==> src/rtl/core/sorted_set_table_unit_defines.svh <==
// Assertion macros shared by the sorted set table RTL.
`ifndef SORTED_SET_TABLE_UNIT_DEFINES_SVH
`define SORTED_SET_TABLE_UNIT_DEFINES_SVH

`ifndef SYNTHESIS
`define SST_ASSERT_NOW(lbl, clk, rstn, ante, cons) \
    lbl: assert property (@(posedge clk) disable iff (!rstn) (ante) |-> (cons)) \
        else $error("assertion failed");
`define SST_ASSERT_NEXT(lbl, clk, rstn, ante, cons) \
    lbl: assert property (@(posedge clk) disable iff (!rstn) (ante) |=> (cons)) \
        else $error("assertion failed");
`else
`define SST_ASSERT_NOW(lbl, clk, rstn, ante, cons)
`define SST_ASSERT_NEXT(lbl, clk, rstn, ante, cons)
`endif

`endif

==> src/rtl/core/sst_pkg.sv <==
// Command, status and boundary constants for the sorted set table.
package sst_pkg;

    localparam logic [2:0] CMD_ADD        = 3'd0;
    localparam logic [2:0] CMD_REMOVE     = 3'd1;
    localparam logic [2:0] CMD_CONTAINS   = 3'd2;
    localparam logic [2:0] CMD_REMOVE_MIN = 3'd3;
    localparam logic [2:0] CMD_REMOVE_MAX = 3'd4;

    localparam logic [1:0] ST_OK    = 2'd0;
    localparam logic [1:0] ST_FULL  = 2'd1;
    localparam logic [1:0] ST_EMPTY = 2'd2;

    localparam logic signed [31:0] INT_MAX = 32'sh7FFF_FFFF;
    localparam logic signed [31:0] INT_MIN = 32'sh8000_0000;

endpackage

==> src/rtl/core/sst_ram.sv <==
// Generic single write port, single read port RAM with registered read data.
module sst_ram #(
    parameter int WIDTH = 32,
    parameter int DEPTH = 64
) (
    input  logic                                   i_clk,
    input  logic                                   i_we,
    input  logic [((DEPTH > 1) ? $clog2(DEPTH) : 1)-1:0] i_waddr,
    input  logic [WIDTH-1:0]                       i_wdata,
    input  logic [((DEPTH > 1) ? $clog2(DEPTH) : 1)-1:0] i_raddr,
    output logic [WIDTH-1:0]                       o_rdata
);

    logic [WIDTH-1:0] r_mem [DEPTH];

    always_ff @(posedge i_clk) begin
        if (i_we) begin
            r_mem[i_waddr] <= i_wdata;
        end
        o_rdata <= r_mem[i_raddr];
    end

endmodule

==> src/rtl/core/sorted_set_table_unit.sv <==
// Sorted set table: binary search plus element shifting over one RAM port pair.
// Flow: add, remove and contains first search with S probes (at most clog2(CAPACITY+1)), then S_EXEC;
// an insert or delete that moves M elements loops over read/write states, then S_RMIN, S_RMAX, S_DONE.
// Throughput: one command at a time; start is taken again in the cycle o_done is high.
// Reset clears the element count and control state; the RAM is not swept or cleared.
// Results appear for one cycle on o_done; the receiver cannot stall.
`include "sorted_set_table_unit_defines.svh"

module sorted_set_table_unit
    import sst_pkg::*;
#(
    parameter int CAPACITY = 64
) (
    input  logic               i_clk,
    input  logic               i_rst_n,
    input  logic               start,
    output logic               busy,
    input  logic [2:0]         i_command,
    input  logic signed [31:0] i_value,
    output logic               o_done,
    output logic               o_found,
    output logic [1:0]         o_status,
    output logic [6:0]         o_count,
    output logic signed [31:0] o_min_value,
    output logic signed [31:0] o_max_value
);

    localparam int AW  = (CAPACITY > 1) ? $clog2(CAPACITY) : 1;
    localparam int CW  = $clog2(CAPACITY + 1);
    localparam int CWX = (CW > 7) ? CW : 7;

    typedef enum logic [3:0] {
        S_IDLE,
        S_SRCH,
        S_CMP,
        S_EXEC,
        S_INS_RD,
        S_INS_WR,
        S_DEL_RD,
        S_DEL_WR,
        S_RMIN,
        S_RMAX,
        S_DONE
    } t_state;

    t_state             r_state;
    logic [2:0]         r_cmd;
    logic signed [31:0] r_value;
    logic [CW-1:0]      r_count;
    logic [CW-1:0]      r_lo;
    logic [CW-1:0]      r_hi;
    logic [CW-1:0]      r_idx;
    logic               r_found;
    logic [1:0]         r_status;
    logic signed [31:0] r_min;

    logic               ram_we;
    logic [AW-1:0]      ram_waddr;
    logic [31:0]        ram_wdata;
    logic [AW-1:0]      ram_raddr;
    logic [31:0]        ram_rdata;
    logic signed [31:0] elem;
    logic [CW:0]        mid_sum;
    logic [CW-1:0]      mid;
    logic [CW:0]        idx_next;
    logic [CWX-1:0]     count_ext;

    assign busy      = (r_state != S_IDLE);
    assign elem      = $signed(ram_rdata);
    assign mid_sum   = {1'b0, r_lo} + {1'b0, r_hi};
    assign mid       = mid_sum[CW:1];
    assign idx_next  = {1'b0, r_idx} + (CW+1)'(1);
    assign count_ext = CWX'(r_count);

    always_comb begin
        ram_we    = 1'b0;
        ram_waddr = r_idx[AW-1:0];
        ram_wdata = ram_rdata;
        ram_raddr = mid[AW-1:0];
        unique case (r_state)
            S_INS_RD: begin
                ram_raddr = AW'(r_idx - CW'(1));
                if (r_idx <= r_lo) begin
                    ram_we    = 1'b1;
                    ram_waddr = r_lo[AW-1:0];
                    ram_wdata = r_value;
                end
            end
            S_INS_WR: begin
                ram_we = 1'b1;
            end
            S_DEL_RD: begin
                ram_raddr = AW'(idx_next);
            end
            S_DEL_WR: begin
                ram_we = 1'b1;
            end
            S_RMIN: begin
                ram_raddr = '0;
            end
            S_RMAX: begin
                ram_raddr = AW'(r_count - CW'(1));
            end
            default: begin
            end
        endcase
    end

    sst_ram #(
        .WIDTH (32),
        .DEPTH (CAPACITY)
    ) u_ram (
        .i_clk   (i_clk),
        .i_we    (ram_we),
        .i_waddr (ram_waddr),
        .i_wdata (ram_wdata),
        .i_raddr (ram_raddr),
        .o_rdata (ram_rdata)
    );

    always_ff @(posedge i_clk) begin
        if (!i_rst_n) begin
            r_state  <= S_IDLE;
            r_count  <= '0;
            r_found  <= 1'b0;
            r_status <= ST_OK;
            o_done   <= 1'b0;
        end else begin
            o_done <= 1'b0;
            unique case (r_state)
                S_IDLE: begin
                    if (start) begin
                        r_cmd    <= i_command;
                        r_value  <= i_value;
                        r_lo     <= '0;
                        r_hi     <= r_count;
                        r_found  <= 1'b0;
                        r_status <= ST_OK;
                        if (i_command == CMD_ADD || i_command == CMD_REMOVE ||
                            i_command == CMD_CONTAINS) begin
                            r_state <= S_SRCH;
                        end else begin
                            r_state <= S_EXEC;
                        end
                    end
                end
                S_SRCH: begin
                    if (r_lo < r_hi) begin
                        r_state <= S_CMP;
                    end else begin
                        r_state <= S_EXEC;
                    end
                end
                S_CMP: begin
                    if (elem <= r_value) begin
                        r_lo    <= CW'(mid + CW'(1));
                        r_found <= (elem == r_value);
                    end else begin
                        r_hi <= mid;
                    end
                    r_state <= S_SRCH;
                end
                S_EXEC: begin
                    r_state <= S_RMIN;
                    case (r_cmd)
                        CMD_ADD: begin
                            if (!r_found) begin
                                if (r_count >= CW'(CAPACITY)) begin
                                    r_status <= ST_FULL;
                                end else begin
                                    r_idx   <= r_count;
                                    r_state <= S_INS_RD;
                                end
                            end
                        end
                        CMD_REMOVE: begin
                            if (r_found) begin
                                r_idx   <= CW'(r_lo - CW'(1));
                                r_state <= S_DEL_RD;
                            end
                        end
                        CMD_REMOVE_MIN: begin
                            if (r_count == '0) begin
                                r_status <= ST_EMPTY;
                            end else begin
                                r_idx   <= '0;
                                r_state <= S_DEL_RD;
                            end
                        end
                        CMD_REMOVE_MAX: begin
                            if (r_count == '0) begin
                                r_status <= ST_EMPTY;
                            end else begin
                                r_count <= CW'(r_count - CW'(1));
                            end
                        end
                        default: begin
                        end
                    endcase
                end
                S_INS_RD: begin
                    if (r_idx > r_lo) begin
                        r_state <= S_INS_WR;
                    end else begin
                        r_count <= CW'(r_count + CW'(1));
                        r_state <= S_RMIN;
                    end
                end
                S_INS_WR: begin
                    r_idx   <= CW'(r_idx - CW'(1));
                    r_state <= S_INS_RD;
                end
                S_DEL_RD: begin
                    if (idx_next < {1'b0, r_count}) begin
                        r_state <= S_DEL_WR;
                    end else begin
                        r_count <= CW'(r_count - CW'(1));
                        r_state <= S_RMIN;
                    end
                end
                S_DEL_WR: begin
                    r_idx   <= CW'(idx_next);
                    r_state <= S_DEL_RD;
                end
                S_RMIN: begin
                    r_state <= S_RMAX;
                end
                S_RMAX: begin
                    r_min   <= elem;
                    r_state <= S_DONE;
                end
                S_DONE: begin
                    o_done   <= 1'b1;
                    o_found  <= r_found;
                    o_status <= r_status;
                    o_count  <= count_ext[6:0];
                    if (r_count == '0) begin
                        o_min_value <= INT_MAX;
                        o_max_value <= INT_MIN;
                    end else begin
                        o_min_value <= r_min;
                        o_max_value <= elem;
                    end
                    r_state <= S_IDLE;
                end
                default: begin
                    r_state <= S_IDLE;
                end
            endcase
        end
    end

    `SST_ASSERT_NEXT(a_start_busy, i_clk, i_rst_n, start && !busy, busy)
    `SST_ASSERT_NOW(a_done_idle, i_clk, i_rst_n, o_done, !busy)
    `SST_ASSERT_NOW(a_we_busy, i_clk, i_rst_n, ram_we, busy)
    `SST_ASSERT_NOW(a_count_cap, i_clk, i_rst_n, busy, r_count <= CW'(CAPACITY))
    `SST_ASSERT_NOW(a_full_status, i_clk, i_rst_n, o_done && (o_status == ST_FULL),
        r_count == CW'(CAPACITY))

endmodule
==> config.mk <==
export PLATFORM = sky130hd
export DESIGN_NAME = sorted_set_table_unit
export DESIGN_NICKNAME = d
export VERILOG_FILES = /design/src/rtl/core/sst_pkg.sv /design/src/rtl/core/sst_ram.sv /design/src/rtl/core/sorted_set_table_unit.sv
export VERILOG_INCLUDE_DIRS = /design/src /design/src/rtl/core
export SDC_FILE = /design/constraint.sdc
export NUM_CORES = 2
export LEC_CHECK = 0
export BUFFER_PORTS_ARGS = -buffer_cell sky130_fd_sc_hd__buf_4
export CAP_MARGIN = 20
export CORE_ASPECT_RATIO = 2
export CORE_MARGIN = 5
export CORE_UTILIZATION = 40
export CTS_CLUSTER_DIAMETER = 50
export CTS_CLUSTER_SIZE = 10
export DETAILED_ROUTE_END_ITERATION = 16
export PLACE_DENSITY = 0.57
export SLEW_MARGIN = 5
export SYNTH_ARGS = -nofsm -noshare
export SYNTH_HDL_FRONTEND = slang
export SYNTH_SLANG_ARGS = --single-unit
==> constraint.sdc <==
create_clock -name i_clk -period 6.1 [get_ports i_clk]
set_clock_uncertainty 0.05 [all_clocks]
set_input_delay 0.305 -clock i_clk [delete_from_list [all_inputs] [get_ports i_clk]]
set_output_delay 0.305 -clock i_clk [all_outputs]
set_load 0.005 [all_outputs]
==> impl_metrics.ini <==
[die]
fp.dieArea_um2 = 237000
rows = 247
die_w_um = 347
start_util_pct = 40.1
die_height_um = 683
io_pins = 114
core-area_um2 = 226000

[timing]
drv_slew = 0
fin_crit_ps = 4890
final_hold_viol_count = 0
period_share_pct = 80.2
slew_headroom_pct = 22.1
worstMarginPinSlew_ps = 1160
fmax_mhz = 204
setup-violations-final = 0
tns_ps = 0
rsz0062_at_grt = no

[synthesis]
syn_nets = 6163
yosys_warnings = 0
synth_adder_area_share_pct = 0.891
synthTopCellsByArea = edfxtp_1, nand2_1, mux4_2, and3_1, a21oi_1
synth_top_area_cell = edfxtp_1
synth_xor_xnor_area_share_pct = 0.279
synthMuxAreaShare_pct = 5.13
ys_types = 86
synthCells = 6061
avgSynthCellArea_um2 = 15.0
netlist_area_um2 = 90700
yosysSeqAreaShare_pct = 74.2
yosys_register_bits = 2257
async_reset_ff_share_pct = 0
yosys.area.top_type_share_pct = 73.2
synth_ff_type = edfxtp_1
synthSimpleGateAreaFrac_pct = 11.6
synth_edf_count = 2210
synth-compound-area-share_pct = 5.65
synth_top_family_by_area = simple AND/OR/NAND/NOR gates

[global_route]
grt_overflow_total = 0
antenna_found_initial = 3
grt_pass1_wl_mm = 372
track_usage_pct = 21.0
grt_max_degree = 141
grt_pass1_vias = 54200

[route]
wl_per_cell_um = 27.1
wirelength_mm = 256
detailroute.wirelength.met2_mm = 140
drc = 0
wl_met1_mm = 90.3
vias = 53200
drt_iter0_drc = 4364
first_pass_iters = 6
antenna_left = 0
top_layer = met4
routed-wl-met3_mm = 12.8
vias_per_cell = 5.64

[critical_path]
cp-start-kind = register
cp-startpoint = r_lo[0]
arrival_ps = 5500
rr_startpoint = r_lo[0]
endpoint_kind = register
cp_max_fo = 50
r2r_cells = 11
required_ps = 6710
path_class = register to register
r2r_end = u_ram.o_rdata[2]
worst-r2r-setup-slack_ps = 1210

[placed_design]
portBuffers = 113
place_area_um2 = 96600
dpl.hpwl_mm = 162
place.gp.congestion = 0.885

[power]
power_density_nw_per_um2 = 479
cellLeakagePower_uw = 0.0351
ir_drop_uv = 423

[clock_network]
cts_htree_levels = 5
clk_latency_ps = 820
cts.sinks = 2257
cts_tree = yes
postCtsSetupBuffers = 0
cts_resized = 0
clkTransAtPathRegs_ps = 60
clockRootBuffer = clkbuf_16
cts_buffer_depth = 4
cts_buffers = 268

[layout]
area_growth_pct = 15.2
final_cell_area_um2 = 104000
drive_above_1_share_pct = 15.8
final-seq-area_um2 = 67300
fill_cells = 19400
multi_input_area_um2 = 22300
final_nets = 6445

[min_path]
hold_depth = 2
hold-path-endpoint = r_value[16]
hp-class = input pin to register
min_from = i_value[16]

[outcome]
status = finished, final reports clean

[flow_run]
max_cap_violations = 0
registers in the layout, summed over array words and instances, names as in the netlist, 32 cells and up:
signal         count
u_ram.r_mem     2048
r_min             32
u_ram.o_rdata     32
o_max_value       32
o_min_value       32
r_value           32
report_power, final:
| part | internal [uW] | switching [uW] | total [uW] |
|---|---|---|---|
| clock | 8300 | 5900 | 14200 |
| sequential | 19400 | 327 | 19700 |
| combinational | 4920 | 11200 | 16100 |
metal layers:
metal,global-route usage (%),vias to the layer above
met3,2.71,535
met5,0,-
li1,-,23400
met1,23.3,27400
met4,9.15,0
met2,39.9,1892
area by class of cell:
type	count	share of cell area, %
clock inverters	13	0.123
inverters	63	0.226
repair buffers	384	3.24
diodes	1	0.00240
flip-flops and latches	2257	64.4
multi-input cells	3369	21.4
well taps	2988	3.58
clock buffers	359	7.01
synth_stat cells, types with 7 or more instances:
| master | number |
|---|---|
| ha_1 | 63 |
| o311ai_1 | 57 |
| a21oi_2 | 20 |
| or3_1 | 39 |
| nor4_1 | 15 |
| o31ai_1 | 100 |
| a311oi_1 | 26 |
| mux4_2 | 190 |
| xor2_1 | 11 |
| nand2_1 | 1414 |
| nand4_1 | 18 |
| mux2i_1 | 32 |
| o311ai_0 | 27 |
| edfxtp_1 | 2210 |
| buf_1 | 18 |
| a221o_1 | 30 |
| o21a_1 | 8 |
| a21o_1 | 15 |
| nand2b_1 | 37 |
| a21oi_1 | 262 |
| buf_4 | 24 |
| o311a_1 | 9 |
| and2_1 | 66 |
| dfxtp_1 | 47 |
| clkbuf_1 | 174 |
| nor2_1 | 184 |
| a31oi_1 | 23 |
| buf_2 | 136 |
| buf_6 | 19 |
| o21ai_1 | 9 |
| nand3b_1 | 7 |
| nor4_2 | 31 |
| nand3_1 | 175 |
| and3_1 | 262 |
| xnor2_1 | 16 |
| nor2b_1 | 9 |
| o21ai_0 | 65 |
| inv_1 | 63 |
| nor3_1 | 20 |
| a32o_1 | 33 |
critical path: stages, from the launching register on:
cell,delay [ps]
edfxtp_1,550
and2_1,220
fa_1,390
nor2b_1,180
o31ai_1,310
xnor2_1,440
o21ba_4,710
buf_12,310
buf_12,300
a21oi_1,80
o31ai_1,960
nor4_2,90
cells in the final DEF (no fill, tap or decap), types with 15 or more instances in the layout:
cell type and instances:
edfxtp_1 2210, nand2_1 1413, buf_4 314, clkbuf_16 281
a21oi_1 262, and3_1 262, mux4_2 190, nand3_1 175
nor2_1 117, o31ai_1 100, clkbuf_1 78, nor2_4 67
and2_1 66, inv_1 63, ha_1 63, o311ai_1 57
dfxtp_1 47, or3_1 39, nand2b_1 37, dlygate4sd3_1 37
o21ai_4 33, o21ai_0 33, a32o_1 33, nor4_2 32
buf_12 32, mux2i_1 31, a221o_1 30, o311ai_0 27
a311oi_1 26, a31oi_1 22, a21oi_2 20, nand4_1 18
nor3_1 17, xnor2_1 16, a21o_1 15
stage by stage:
step | utilization, % | power [uW] | std cells | hold slack (ps) | setup WS [ps]
final | 46.2 | 50000 | 9434 | 152 | 1210
after global routing | 46.2 | 52000 | 9434 | 132 | 1150
after CTS | 46.2 | 50400 | 9431 | 98.3 | 1260
after detailed placement | 42.7 | 36200 | 9022 | 376 | 1240
after global placement | 42.7 | 36000 | 9018 | 380 | 1290
after floorplan | - | 30000 | 6061 | 354 | 557
what timing repair did:
item | in CTS | in global routing
endpoints found under the hold margin | 43 | 0
hold buffers | 37 | 0
endpoints found under the setup margin | 0 | 0
cells by family (layout without fill, tap and decap cells):
family,Yosys count,count (layout)
simple gates,2308,2308
flops,2257,2257
compound gates,742,742
buf+inv,435,819
mux,227,227
fa+ha+maj,64,64
xor+xnor,28,28
other cells,0,1
worst max-delay path by stage:
stage / cells past startpoint / slack, ps / endpoint
2_1_floorplan: 11 / 560 / u_ram.r_mem[0][31]
3_3_place_gp: 11 / 1290 / u_ram.o_rdata[2]
3_5_place_dp: 11 / 1240 / u_ram.o_rdata[2]
4_1_cts: 11 / 1260 / u_ram.o_rdata[2]
5_1_grt: 11 / 1150 / u_ram.o_rdata[2]
6_report: 11 / 1210 / u_ram.o_rdata[2]
(Power assumes the default switching activity.)
